File: src/design/bpse_pkg.sv
// ----------------------------------------------------------------------------
// bpse_pkg
// shared types and constants of the battery power status evaluator
// ----------------------------------------------------------------------------
`timescale 1ns / 1ps

package bpse_pkg;

    localparam int MV_W     = 16;
    localparam int PCT_W    = 7;
    localparam int CFG_IDX_W = 2;

    // lipo curve, highest point first
    localparam int CURVE_POINTS = 11;
    localparam int SEG_W        = 4;

    localparam logic [MV_W-1:0] CURVE_MV [0:CURVE_POINTS-1] = '{
        16'd4200, 16'd4110, 16'd4030, 16'd3980, 16'd3920, 16'd3870,
        16'd3820, 16'd3790, 16'd3740, 16'd3680, 16'd3300
    };
    localparam logic [PCT_W-1:0] CURVE_PCT [0:CURVE_POINTS-1] = '{
        7'd100, 7'd90, 7'd80, 7'd70, 7'd60, 7'd50,
        7'd40, 7'd30, 7'd20, 7'd10, 7'd0
    };
    // every segment of the curve spans ten percent
    localparam int PCT_STEP = 10;

    // curve interpolation widths
    localparam int CURVE_SPAN_W   = 9;   // widest segment is 380 mV
    localparam int CURVE_SCALED_W = 12;  // span times ten stays below 4096
    localparam int CURVE_FRAC_W   = 4;

    localparam logic [MV_W-1:0] RST_USB_THRESHOLD_MV = 16'd4000;
    localparam logic [MV_W-1:0] RST_BATTERY_MIN_MV   = 16'd2500;
    localparam logic [MV_W-1:0] RST_BATTERY_MAX_MV   = 16'd4500;

    typedef enum logic [CFG_IDX_W-1:0] {
        CFG_USB_THRESHOLD = 2'd0,
        CFG_BATTERY_MIN   = 2'd1,
        CFG_BATTERY_MAX   = 2'd2
    } cfg_idx_t;

    typedef enum logic [1:0] {
        STATUS_OK      = 2'd0,
        STATUS_NO_READ = 2'd1,
        STATUS_BAD_CFG = 2'd2
    } status_t;

    typedef struct packed {
        logic [MV_W-1:0] usb_threshold_mv;
        logic [MV_W-1:0] battery_min_mv;
        logic [MV_W-1:0] battery_max_mv;
    } cfg_t;

    // first field in the highest bits
    typedef struct packed {
        logic            charge_read_ok;
        logic            charge_flag;
        logic            rail5_read_ok;
        logic [MV_W-1:0] rail5_mv;
        logic            input_read_ok;
        logic [MV_W-1:0] input_mv;
        logic            battery_read_ok;
        logic [MV_W-1:0] battery_mv;
    } in_item_t;

    typedef struct packed {
        status_t          status;
        logic             usb_good;
        logic             usb_detect;
        logic             charging;
        logic [PCT_W-1:0] charge_pct;
        logic             battery_valid;
        logic [MV_W-1:0]  rail5_mv_out;
        logic [MV_W-1:0]  input_mv_out;
        logic [MV_W-1:0]  battery_mv_out;
    } result_t;

    localparam int IN_ITEM_W  = $bits(in_item_t);
    localparam int RESULT_W   = $bits(result_t);
    localparam int IN_TDATA_W  = ((IN_ITEM_W + 7) / 8) * 8;
    localparam int OUT_TDATA_W = ((RESULT_W + 7) / 8) * 8;

endpackage

File: src/design/bpse_cfg.sv
// ----------------------------------------------------------------------------
// bpse_cfg
// configuration registers: usb threshold and battery window
// ----------------------------------------------------------------------------
`timescale 1ns / 1ps

module bpse_cfg
(
    input  logic                             clk,
    input  logic                             rst_n,
    input  logic                             cfg_we,
    input  logic [bpse_pkg::CFG_IDX_W-1:0]   cfg_index,
    input  logic [bpse_pkg::MV_W-1:0]        cfg_wdata,
    output bpse_pkg::cfg_t                   cfg
);

    bpse_pkg::cfg_t cfg_reg;
    bpse_pkg::cfg_t cfg_next;

    always_comb
    begin
        cfg_next = cfg_reg;
        if (cfg_we)
        begin
            case (cfg_index)
                bpse_pkg::CFG_USB_THRESHOLD: cfg_next.usb_threshold_mv = cfg_wdata;
                bpse_pkg::CFG_BATTERY_MIN:   cfg_next.battery_min_mv   = cfg_wdata;
                bpse_pkg::CFG_BATTERY_MAX:   cfg_next.battery_max_mv   = cfg_wdata;
                default:                     cfg_next = cfg_reg;
            endcase
        end
    end

    always_ff @(posedge clk or negedge rst_n)
    begin
        if (!rst_n)
        begin
            cfg_reg.usb_threshold_mv <= bpse_pkg::RST_USB_THRESHOLD_MV;
            cfg_reg.battery_min_mv   <= bpse_pkg::RST_BATTERY_MIN_MV;
            cfg_reg.battery_max_mv   <= bpse_pkg::RST_BATTERY_MAX_MV;
        end
        else
        begin
            cfg_reg <= cfg_next;
        end
    end

    assign cfg = cfg_reg;

endmodule

File: src/design/bpse_curve.sv
// ----------------------------------------------------------------------------
// bpse_curve
// lipo millivolts to percent by truncating piecewise-linear lookup
// ----------------------------------------------------------------------------
`timescale 1ns / 1ps

module bpse_curve
(
    input  logic [bpse_pkg::MV_W-1:0]  mv,
    output logic [bpse_pkg::PCT_W-1:0] pct
);

    logic                                  at_top;
    logic                                  in_seg;
    logic [bpse_pkg::SEG_W-1:0]            seg;
    logic [bpse_pkg::MV_W-1:0]             upper_mv;
    logic [bpse_pkg::MV_W-1:0]             lower_mv;
    logic [bpse_pkg::MV_W-1:0]             span_full;
    logic [bpse_pkg::MV_W-1:0]             diff_full;
    logic [bpse_pkg::CURVE_SPAN_W-1:0]     span;
    logic [bpse_pkg::CURVE_SPAN_W-1:0]     diff;
    logic [bpse_pkg::CURVE_SCALED_W-1:0]   scaled;
    logic [bpse_pkg::CURVE_SCALED_W-1:0]   thr;
    logic [bpse_pkg::CURVE_FRAC_W-1:0]     frac;

    // segment search: smallest point index at or below mv
    always_comb
    begin
        at_top = (mv >= bpse_pkg::CURVE_MV[0]);
        in_seg = 1'b0;
        seg    = bpse_pkg::SEG_W'(1);
        for (int k = bpse_pkg::CURVE_POINTS - 1; k >= 1; k--)
        begin
            if (mv >= bpse_pkg::CURVE_MV[k])
            begin
                in_seg = 1'b1;
                seg    = bpse_pkg::SEG_W'(k);
            end
        end
    end

    // offset in segment scaled by the percent step, then compared to span multiples
    always_comb
    begin
        upper_mv  = bpse_pkg::CURVE_MV[seg - bpse_pkg::SEG_W'(1)];
        lower_mv  = bpse_pkg::CURVE_MV[seg];
        span_full = upper_mv - lower_mv;
        diff_full = mv - lower_mv;
        span      = span_full[bpse_pkg::CURVE_SPAN_W-1:0];
        diff      = diff_full[bpse_pkg::CURVE_SPAN_W-1:0];
        scaled    = bpse_pkg::CURVE_SCALED_W'(diff)
                    * bpse_pkg::CURVE_SCALED_W'(bpse_pkg::PCT_STEP);
        frac      = '0;
        thr       = '0;
        for (int j = 1; j < bpse_pkg::PCT_STEP; j++)
        begin
            thr = bpse_pkg::CURVE_SCALED_W'(span) * bpse_pkg::CURVE_SCALED_W'(j);
            if (scaled >= thr)
            begin
                frac = bpse_pkg::CURVE_FRAC_W'(j);
            end
        end
    end

    always_comb
    begin
        if (at_top)
        begin
            pct = bpse_pkg::CURVE_PCT[0];
        end
        else if (in_seg)
        begin
            pct = bpse_pkg::CURVE_PCT[seg] + bpse_pkg::PCT_W'(frac);
        end
        else
        begin
            pct = '0;
        end
    end

endmodule

File: src/design/bpse_eval.sv
// ----------------------------------------------------------------------------
// bpse_eval
// evaluation of one sample set against the configuration
// ----------------------------------------------------------------------------
`timescale 1ns / 1ps

module bpse_eval
(
    input  bpse_pkg::cfg_t     cfg,
    input  bpse_pkg::in_item_t item,
    output bpse_pkg::result_t  res
);

    logic                          bad_cfg;
    logic                          bat_valid;
    logic                          present;
    logic [bpse_pkg::PCT_W-1:0]    curve_pct;

    bpse_curve u_curve
    (
        .mv  (item.battery_mv),
        .pct (curve_pct)
    );

    always_comb
    begin
        bad_cfg   = (cfg.battery_min_mv > cfg.battery_max_mv);
        bat_valid = item.battery_read_ok
                    && (item.battery_mv >= cfg.battery_min_mv)
                    && (item.battery_mv <= cfg.battery_max_mv);
        present   = (item.input_read_ok && (item.input_mv >= cfg.usb_threshold_mv))
                    || (item.rail5_read_ok && (item.rail5_mv >= cfg.usb_threshold_mv));

        res.battery_mv_out  = item.battery_read_ok ? item.battery_mv : '0;
        res.input_mv_out    = item.input_read_ok   ? item.input_mv   : '0;
        res.rail5_mv_out    = item.rail5_read_ok   ? item.rail5_mv   : '0;
        res.battery_valid   = bat_valid;
        res.charge_pct      = bat_valid ? curve_pct : '0;
        res.charging        = item.charge_read_ok && item.charge_flag;
        res.usb_detect      = present;
        res.usb_good        = present || (item.input_read_ok && item.rail5_read_ok);
        if (item.battery_read_ok || item.input_read_ok || item.rail5_read_ok)
        begin
            res.status = bpse_pkg::STATUS_OK;
        end
        else
        begin
            res.status = bpse_pkg::STATUS_NO_READ;
        end

        // bad window overrides everything
        if (bad_cfg)
        begin
            res        = '0;
            res.status = bpse_pkg::STATUS_BAD_CFG;
        end
    end

endmodule

File: src/design/battery_power_status_evaluator_top.sv
// ----------------------------------------------------------------------------
// battery_power_status_evaluator_top
// battery, input rail and 5v rail status with lipo charge percent
// ----------------------------------------------------------------------------
//  channel  | dir | handshake           | payload
//  ---------+-----+---------------------+---------------------------------------
//  s_*      | in  | s_tvalid / s_tready | s_tdata: one sample set (56 bits)
//  m_*      | out | m_tvalid / m_tready | m_tdata: one status result (64 bits)
//  cfg_*    | in  | cfg_we              | cfg_index, cfg_wdata: threshold, window
//
//  one item per clock sustained while m_tready holds; each item passes the input
//  register and then the result register, with the curve lookup and limit compares between them
//  reset clears both valid flags and loads the default threshold and window
//  a stalled result holds in the result register while the input register
//  still takes one more item; s_tready drops only when both are full
// ----------------------------------------------------------------------------
`timescale 1ns / 1ps

module battery_power_status_evaluator_top
(
    input  logic                                  clk,
    input  logic                                  rst_n,

    input  logic                                  s_tvalid,
    output logic                                  s_tready,
    // battery_mv[15:0], battery_read_ok[16], input_mv[32:17], input_read_ok[33],
    // rail5_mv[49:34], rail5_read_ok[50], charge_flag[51], charge_read_ok[52],
    // zero pad[55:53]
    input  logic [bpse_pkg::IN_TDATA_W-1:0]       s_tdata,

    output logic                                  m_tvalid,
    input  logic                                  m_tready,
    // battery_mv_out[15:0], input_mv_out[31:16], rail5_mv_out[47:32],
    // battery_valid[48], charge_pct[55:49], charging[56], usb_detect[57],
    // usb_good[58], status[60:59], zero pad[63:61]
    output logic [bpse_pkg::OUT_TDATA_W-1:0]      m_tdata,

    input  logic                                  cfg_we,
    input  logic [bpse_pkg::CFG_IDX_W-1:0]        cfg_index,
    input  logic [bpse_pkg::MV_W-1:0]             cfg_wdata
);

    bpse_pkg::cfg_t      cfg;

    // input register
    logic                s1_valid_reg;
    logic                s1_valid_next;
    bpse_pkg::in_item_t  s1_item_reg;

    // result register
    logic                m_valid_reg;
    logic                m_valid_next;
    bpse_pkg::result_t   m_res_reg;
    bpse_pkg::result_t   eval_res;

    logic                s1_ready;
    logic                s2_ready;
    logic                s_take;
    logic                s1_move;

    bpse_cfg u_cfg
    (
        .clk       (clk),
        .rst_n     (rst_n),
        .cfg_we    (cfg_we),
        .cfg_index (cfg_index),
        .cfg_wdata (cfg_wdata),
        .cfg       (cfg)
    );

    bpse_eval u_eval
    (
        .cfg  (cfg),
        .item (s1_item_reg),
        .res  (eval_res)
    );

    // a stage can load when empty or when its item leaves this cycle
    assign s2_ready = !m_valid_reg || m_tready;
    assign s1_ready = !s1_valid_reg || s2_ready;
    assign s_take   = s_tvalid && s1_ready;
    assign s1_move  = s1_valid_reg && s2_ready;

    always_comb
    begin
        s1_valid_next = s1_valid_reg;
        if (s1_ready)
        begin
            s1_valid_next = s_tvalid;
        end

        m_valid_next = m_valid_reg;
        if (s2_ready)
        begin
            m_valid_next = s1_valid_reg;
        end
    end

    always_ff @(posedge clk or negedge rst_n)
    begin
        if (!rst_n)
        begin
            s1_valid_reg <= 1'b0;
            m_valid_reg  <= 1'b0;
        end
        else
        begin
            s1_valid_reg <= s1_valid_next;
            m_valid_reg  <= m_valid_next;
        end
    end

    // payload registers, no reset
    always_ff @(posedge clk)
    begin
        if (s_take)
        begin
            s1_item_reg <= s_tdata[bpse_pkg::IN_ITEM_W-1:0];
        end
        if (s1_move)
        begin
            m_res_reg <= eval_res;
        end
    end

    assign s_tready = s1_ready;
    assign m_tvalid = m_valid_reg;
    assign m_tdata  = {{(bpse_pkg::OUT_TDATA_W - bpse_pkg::RESULT_W){1'b0}}, m_res_reg};

    // ------------------------------------------------------------------------
    // checks
    // ------------------------------------------------------------------------

    // bad window result carries nothing but its status
    a_bad_cfg_clean: assert property (@(posedge clk) disable iff (!rst_n)
        (m_valid_reg && (m_res_reg.status == bpse_pkg::STATUS_BAD_CFG))
        |-> (m_res_reg.battery_mv_out == '0) && (m_res_reg.input_mv_out == '0)
            && (m_res_reg.rail5_mv_out == '0) && !m_res_reg.charging
            && !m_res_reg.usb_good)
        else $error("bad configuration result has nonzero fields");

    // percent stays on the curve and is zero for an invalid battery
    a_pct_range: assert property (@(posedge clk) disable iff (!rst_n)
        m_valid_reg |-> (m_res_reg.charge_pct <= 7'd100)
            && (m_res_reg.battery_valid || (m_res_reg.charge_pct == '0)))
        else $error("battery percent out of range");

    // usb detected always implies usb good
    a_usb: assert property (@(posedge clk) disable iff (!rst_n)
        (m_valid_reg && m_res_reg.usb_detect) |-> m_res_reg.usb_good)
        else $error("usb detected without usb good");

    // an item in the input register is never dropped while the output stalls
    a_s1_hold: assert property (@(posedge clk) disable iff (!rst_n)
        (s1_valid_reg && !s2_ready) |=> (s1_valid_reg && $stable(s1_item_reg)))
        else $error("input register lost its item during a stall");

    // a result is written only from an occupied input register
    a_res_source: assert property (@(posedge clk) disable iff (!rst_n)
        (!m_valid_reg && !s1_valid_reg) |=> !m_valid_reg)
        else $error("result appeared with no item in flight");

endmodule

File: config.mk
export PLATFORM = sky130hd
export DESIGN_NAME = battery_power_status_evaluator_top
export DESIGN_NICKNAME = d
export VERILOG_FILES = /design/src/design/bpse_pkg.sv /design/src/design/bpse_cfg.sv /design/src/design/bpse_curve.sv /design/src/design/bpse_eval.sv /design/src/design/battery_power_status_evaluator_top.sv
export SDC_FILE = /design/constraint.sdc
export NUM_CORES = 1
export LEC_CHECK = 0
export BUFFER_PORTS_ARGS = -buffer_cell sky130_fd_sc_hd__clkbuf_2
export CORE_MARGIN = 10
export CORE_UTILIZATION = 47
export CTS_CLUSTER_DIAMETER = 150
export CTS_CLUSTER_SIZE = 14
export DETAILED_ROUTE_END_ITERATION = 12
export PLACE_DENSITY = 0.66
export SLEW_MARGIN = 20
export SYNTH_ARGS = -nofsm -noshare
export SYNTH_HDL_FRONTEND = slang
export SYNTH_SLANG_ARGS = --single-unit
File: constraint.sdc
create_clock -name clk -period 24.9 [get_ports clk]
set_input_delay 4.98 -clock clk [delete_from_list [all_inputs] [get_ports clk]]
set_output_delay 4.98 -clock clk [all_outputs]
set_load 0.02 [all_outputs]
==> impl_metrics.yaml <==
status:
  status: "complete, no violations"
clock_network:
  cts_hold_buf: 0
  numCtsBuffers: 17
  path_clk_slew_ns: 0.07
  postCtsSetupRepairBufs: 0
  cts.path.max_buffers: 2
  cts_tree: "yes"
  htree_levels: 4
  cts_resized: 0
  clock_latency_ns: 0.44
  clock_sinks: 164
  cts_root_buf: "clkbuf_16"
logic_synthesis:
  async_flop_share: 0.3049
  seq_area_frac_synth: 0.3710
  synth_edf_count: 114
  synth_cells: 1190
  yosysUniqueCellTypes: 88
  syn_area_sq_mm: 0.01265
  avgSynthCellArea_sq_um: 10.63
  ys.flop_type: "edfxtp_1"
  ys_seq_elements: 164
  synth_warnings: 0
sta:
  worst_slack_ns: 14.50
  period_minus_slack_ns: 10.40
  fin_hold_ws_ns: 0.4905
  slew_violations: 0
  max_freq_mhz: 96.20
  worst_pin_slew_ns: 1.117
  setup_viol: 0
  rsz0062_at_grt: "no"
  hold_viol: 0
  skew_ns: 0.01896
  tns_ns: 0
  worst_slew_margin_rel: 0.2497
  period_share: 0.4175
flow_run:
  drv_cap: 0
die:
  core_area_sq_mm: 0.02673
  initial_core_util: 0.4735
  die-height_um: 184.1
  die_w_um: 184.1
  io_pins: 145
  fp-row-count: 60
  die_area_sq_mm: 0.03389
finish:
  area_growth_pct: 13.74
  num-nets-final: 1658
  layout_common_cells: "ha_1 (227), clkbuf_2 (138), inv_1 (116)"
  finalCoreUtilization: 0.5386
  largest_register_ffs: 61
  drive_gt1_frac: 0.2006
  final_common_cell: "ha_1"
setup_path:
  cpMostUsedCell: "clkbuf_2"
  cp_cell_sequence: "clkbuf_2 -> nand3b_1 -> clkbuf_2"
  crit_type: "input pin to output pin"
  cp-end-kind: "output pin"
  worst_ep_arrival_time_ns: 5.42
  crit_required_ns: 19.92
  max_stage_delay_ns: 0.18
  cp_slowest_cell: "nand3b_1"
  startpoint_type: "input pin"
  critical_path.max_fanout: 3
global_route:
  top_usage_layer: "met2"
  grt_use_total: 0.1847
  first_global_vias: 9443
  grt_max_degree: 62
  met3_usage: 0.04941
  antenna_found_initial: 4
  grt_use_met2: 0.3004
  grt-ovfl-total: 0
  met1_usage: 0.2364
  grt_pass1_wl_um: 49820
route:
  first_iter_violations: 630
  routed_wl_um: 30450
  vias_per_cell: 5.401
  drcViolationCount: 0
  drt-pass1-iter-count: 5
  routedWlPerCell_um: 17.98
  ant_nets: 0
  via_count: 9150
worst_hold_path:
  hold_class: "register to register"
power:
  ir_drop_uv: 50.77
  p_per_area_mw_per_mm2: 110.4
  p_leak_nw: 6.698
placed_design:
  globalplace.congestion: 0.8465
  numPortBuffers: 138
  hpwlAfterDp_um: 23610
  place_ws_ns: 14.50
[cells in the mapped netlist (6+ instances only)]
cell,n,area (sq um)
ha_1,227,2840
inv_1,116,435.4
edfxtp_1,114,3423
a21oi_1,81,405.4
o21ai_0,59,295.3
nor2_1,52,195.2
nand2_1,51,191.4
and2_1,49,306.5
a21o_1,44,330.3
mux2_2,35,394.1
dfrtp_1,34,850.8
xnor2_1,32,280.3
nor2b_1,25,156.4
o21a_1,21,157.7
dfstp_2,16,420.4
nand2b_1,15,93.84
fa_1,14,280.3
nand4_1,14,87.58
nor3_1,14,70.07
clkbuf_1,13,48.80
nand3_1,12,60.06
o21bai_1,12,90.09
a31oi_1,11,68.82
xor2_1,11,96.34
buf_2,6,30.03
[final cells by class]
class,instances,area (sq um)
antenna,2,5.005
clock inverter,15,192.7
timing repair buffer,152,795.8
sequential,164,4695
tap,341,426.7
inverter,120,450.4
clock buffer,17,425.4
fill,2380,12330
multi-input combinational,883,7403
[metrics by stage]
stage               total power, W  cells  instance area (sq um)
finish                    0.001588   1694                  14390
global route              0.001759   1692                  14390
CTS                       0.001598   1692                  14390
detailed placement        0.001315   1660                  13770
global placement          0.001284   1660                  13770
floorplan                 0.001077   1192                  12660
[report_power, final]
| part | switching, W | leakage (nW) | internal [W] | total [W] |
|---|---|---|---|---|
| sequential | 0.0000204 | 1.69 | 0.000334 | 0.000355 |
| combinational | 0.000538 | 4.71 | 0.000424 | 0.000961 |
| clock | 0.000134 | 0.296 | 0.000138 | 0.000272 |
[cells by family (layout without fill, tap and decap cells)]
| logic type | Yosys count | in the layout | share of synthesized area |
|---|---|---|---|
| AOI/OAI and AO/OA | 288 | 288 | 0.1519 |
| adders and majority gates | 244 | 244 | 0.2492 |
| DFF | 164 | 164 | 0.3710 |
| buffers and inverters | 145 | 304 | 0.04519 |
| other | 1 | 5 | 0.0002963 |
| and+or+nand+nor | 263 | 263 | 0.1124 |
| xor gates and xnor gates | 47 | 47 | 0.03629 |
| muxes | 38 | 38 | 0.03381 |
[routing by layer]
layer	vias to the layer above	part of all wire
li1	4601	-
met1	4285	0.45
met2	222	0.46
met3	40	0.061
met4	2	0.018
met5	-	0.00043
[worst max-delay path: cells and delay by family]
family        cells  cell delay (ns)
buf+inv           2             0.26
simple gates      1             0.18
[final timing paths]
path,cells after the start,end,slack [ns],start
min in group asynchronous,2,u_cfg.cfg[33],4.63,rst_n
max reg2reg,42,m_tdata[54],14.76,s1_item_reg[11]
max,3,s_tready,14.50,m_tready
min reg2reg,1,m_tvalid,0.49,s1_valid_reg
min,1,m_tvalid,0.49,s1_valid_reg
max in group asynchronous,2,u_cfg.cfg[20],19.84,rst_n
Note: power is estimated with default switching activity, not from simulation.
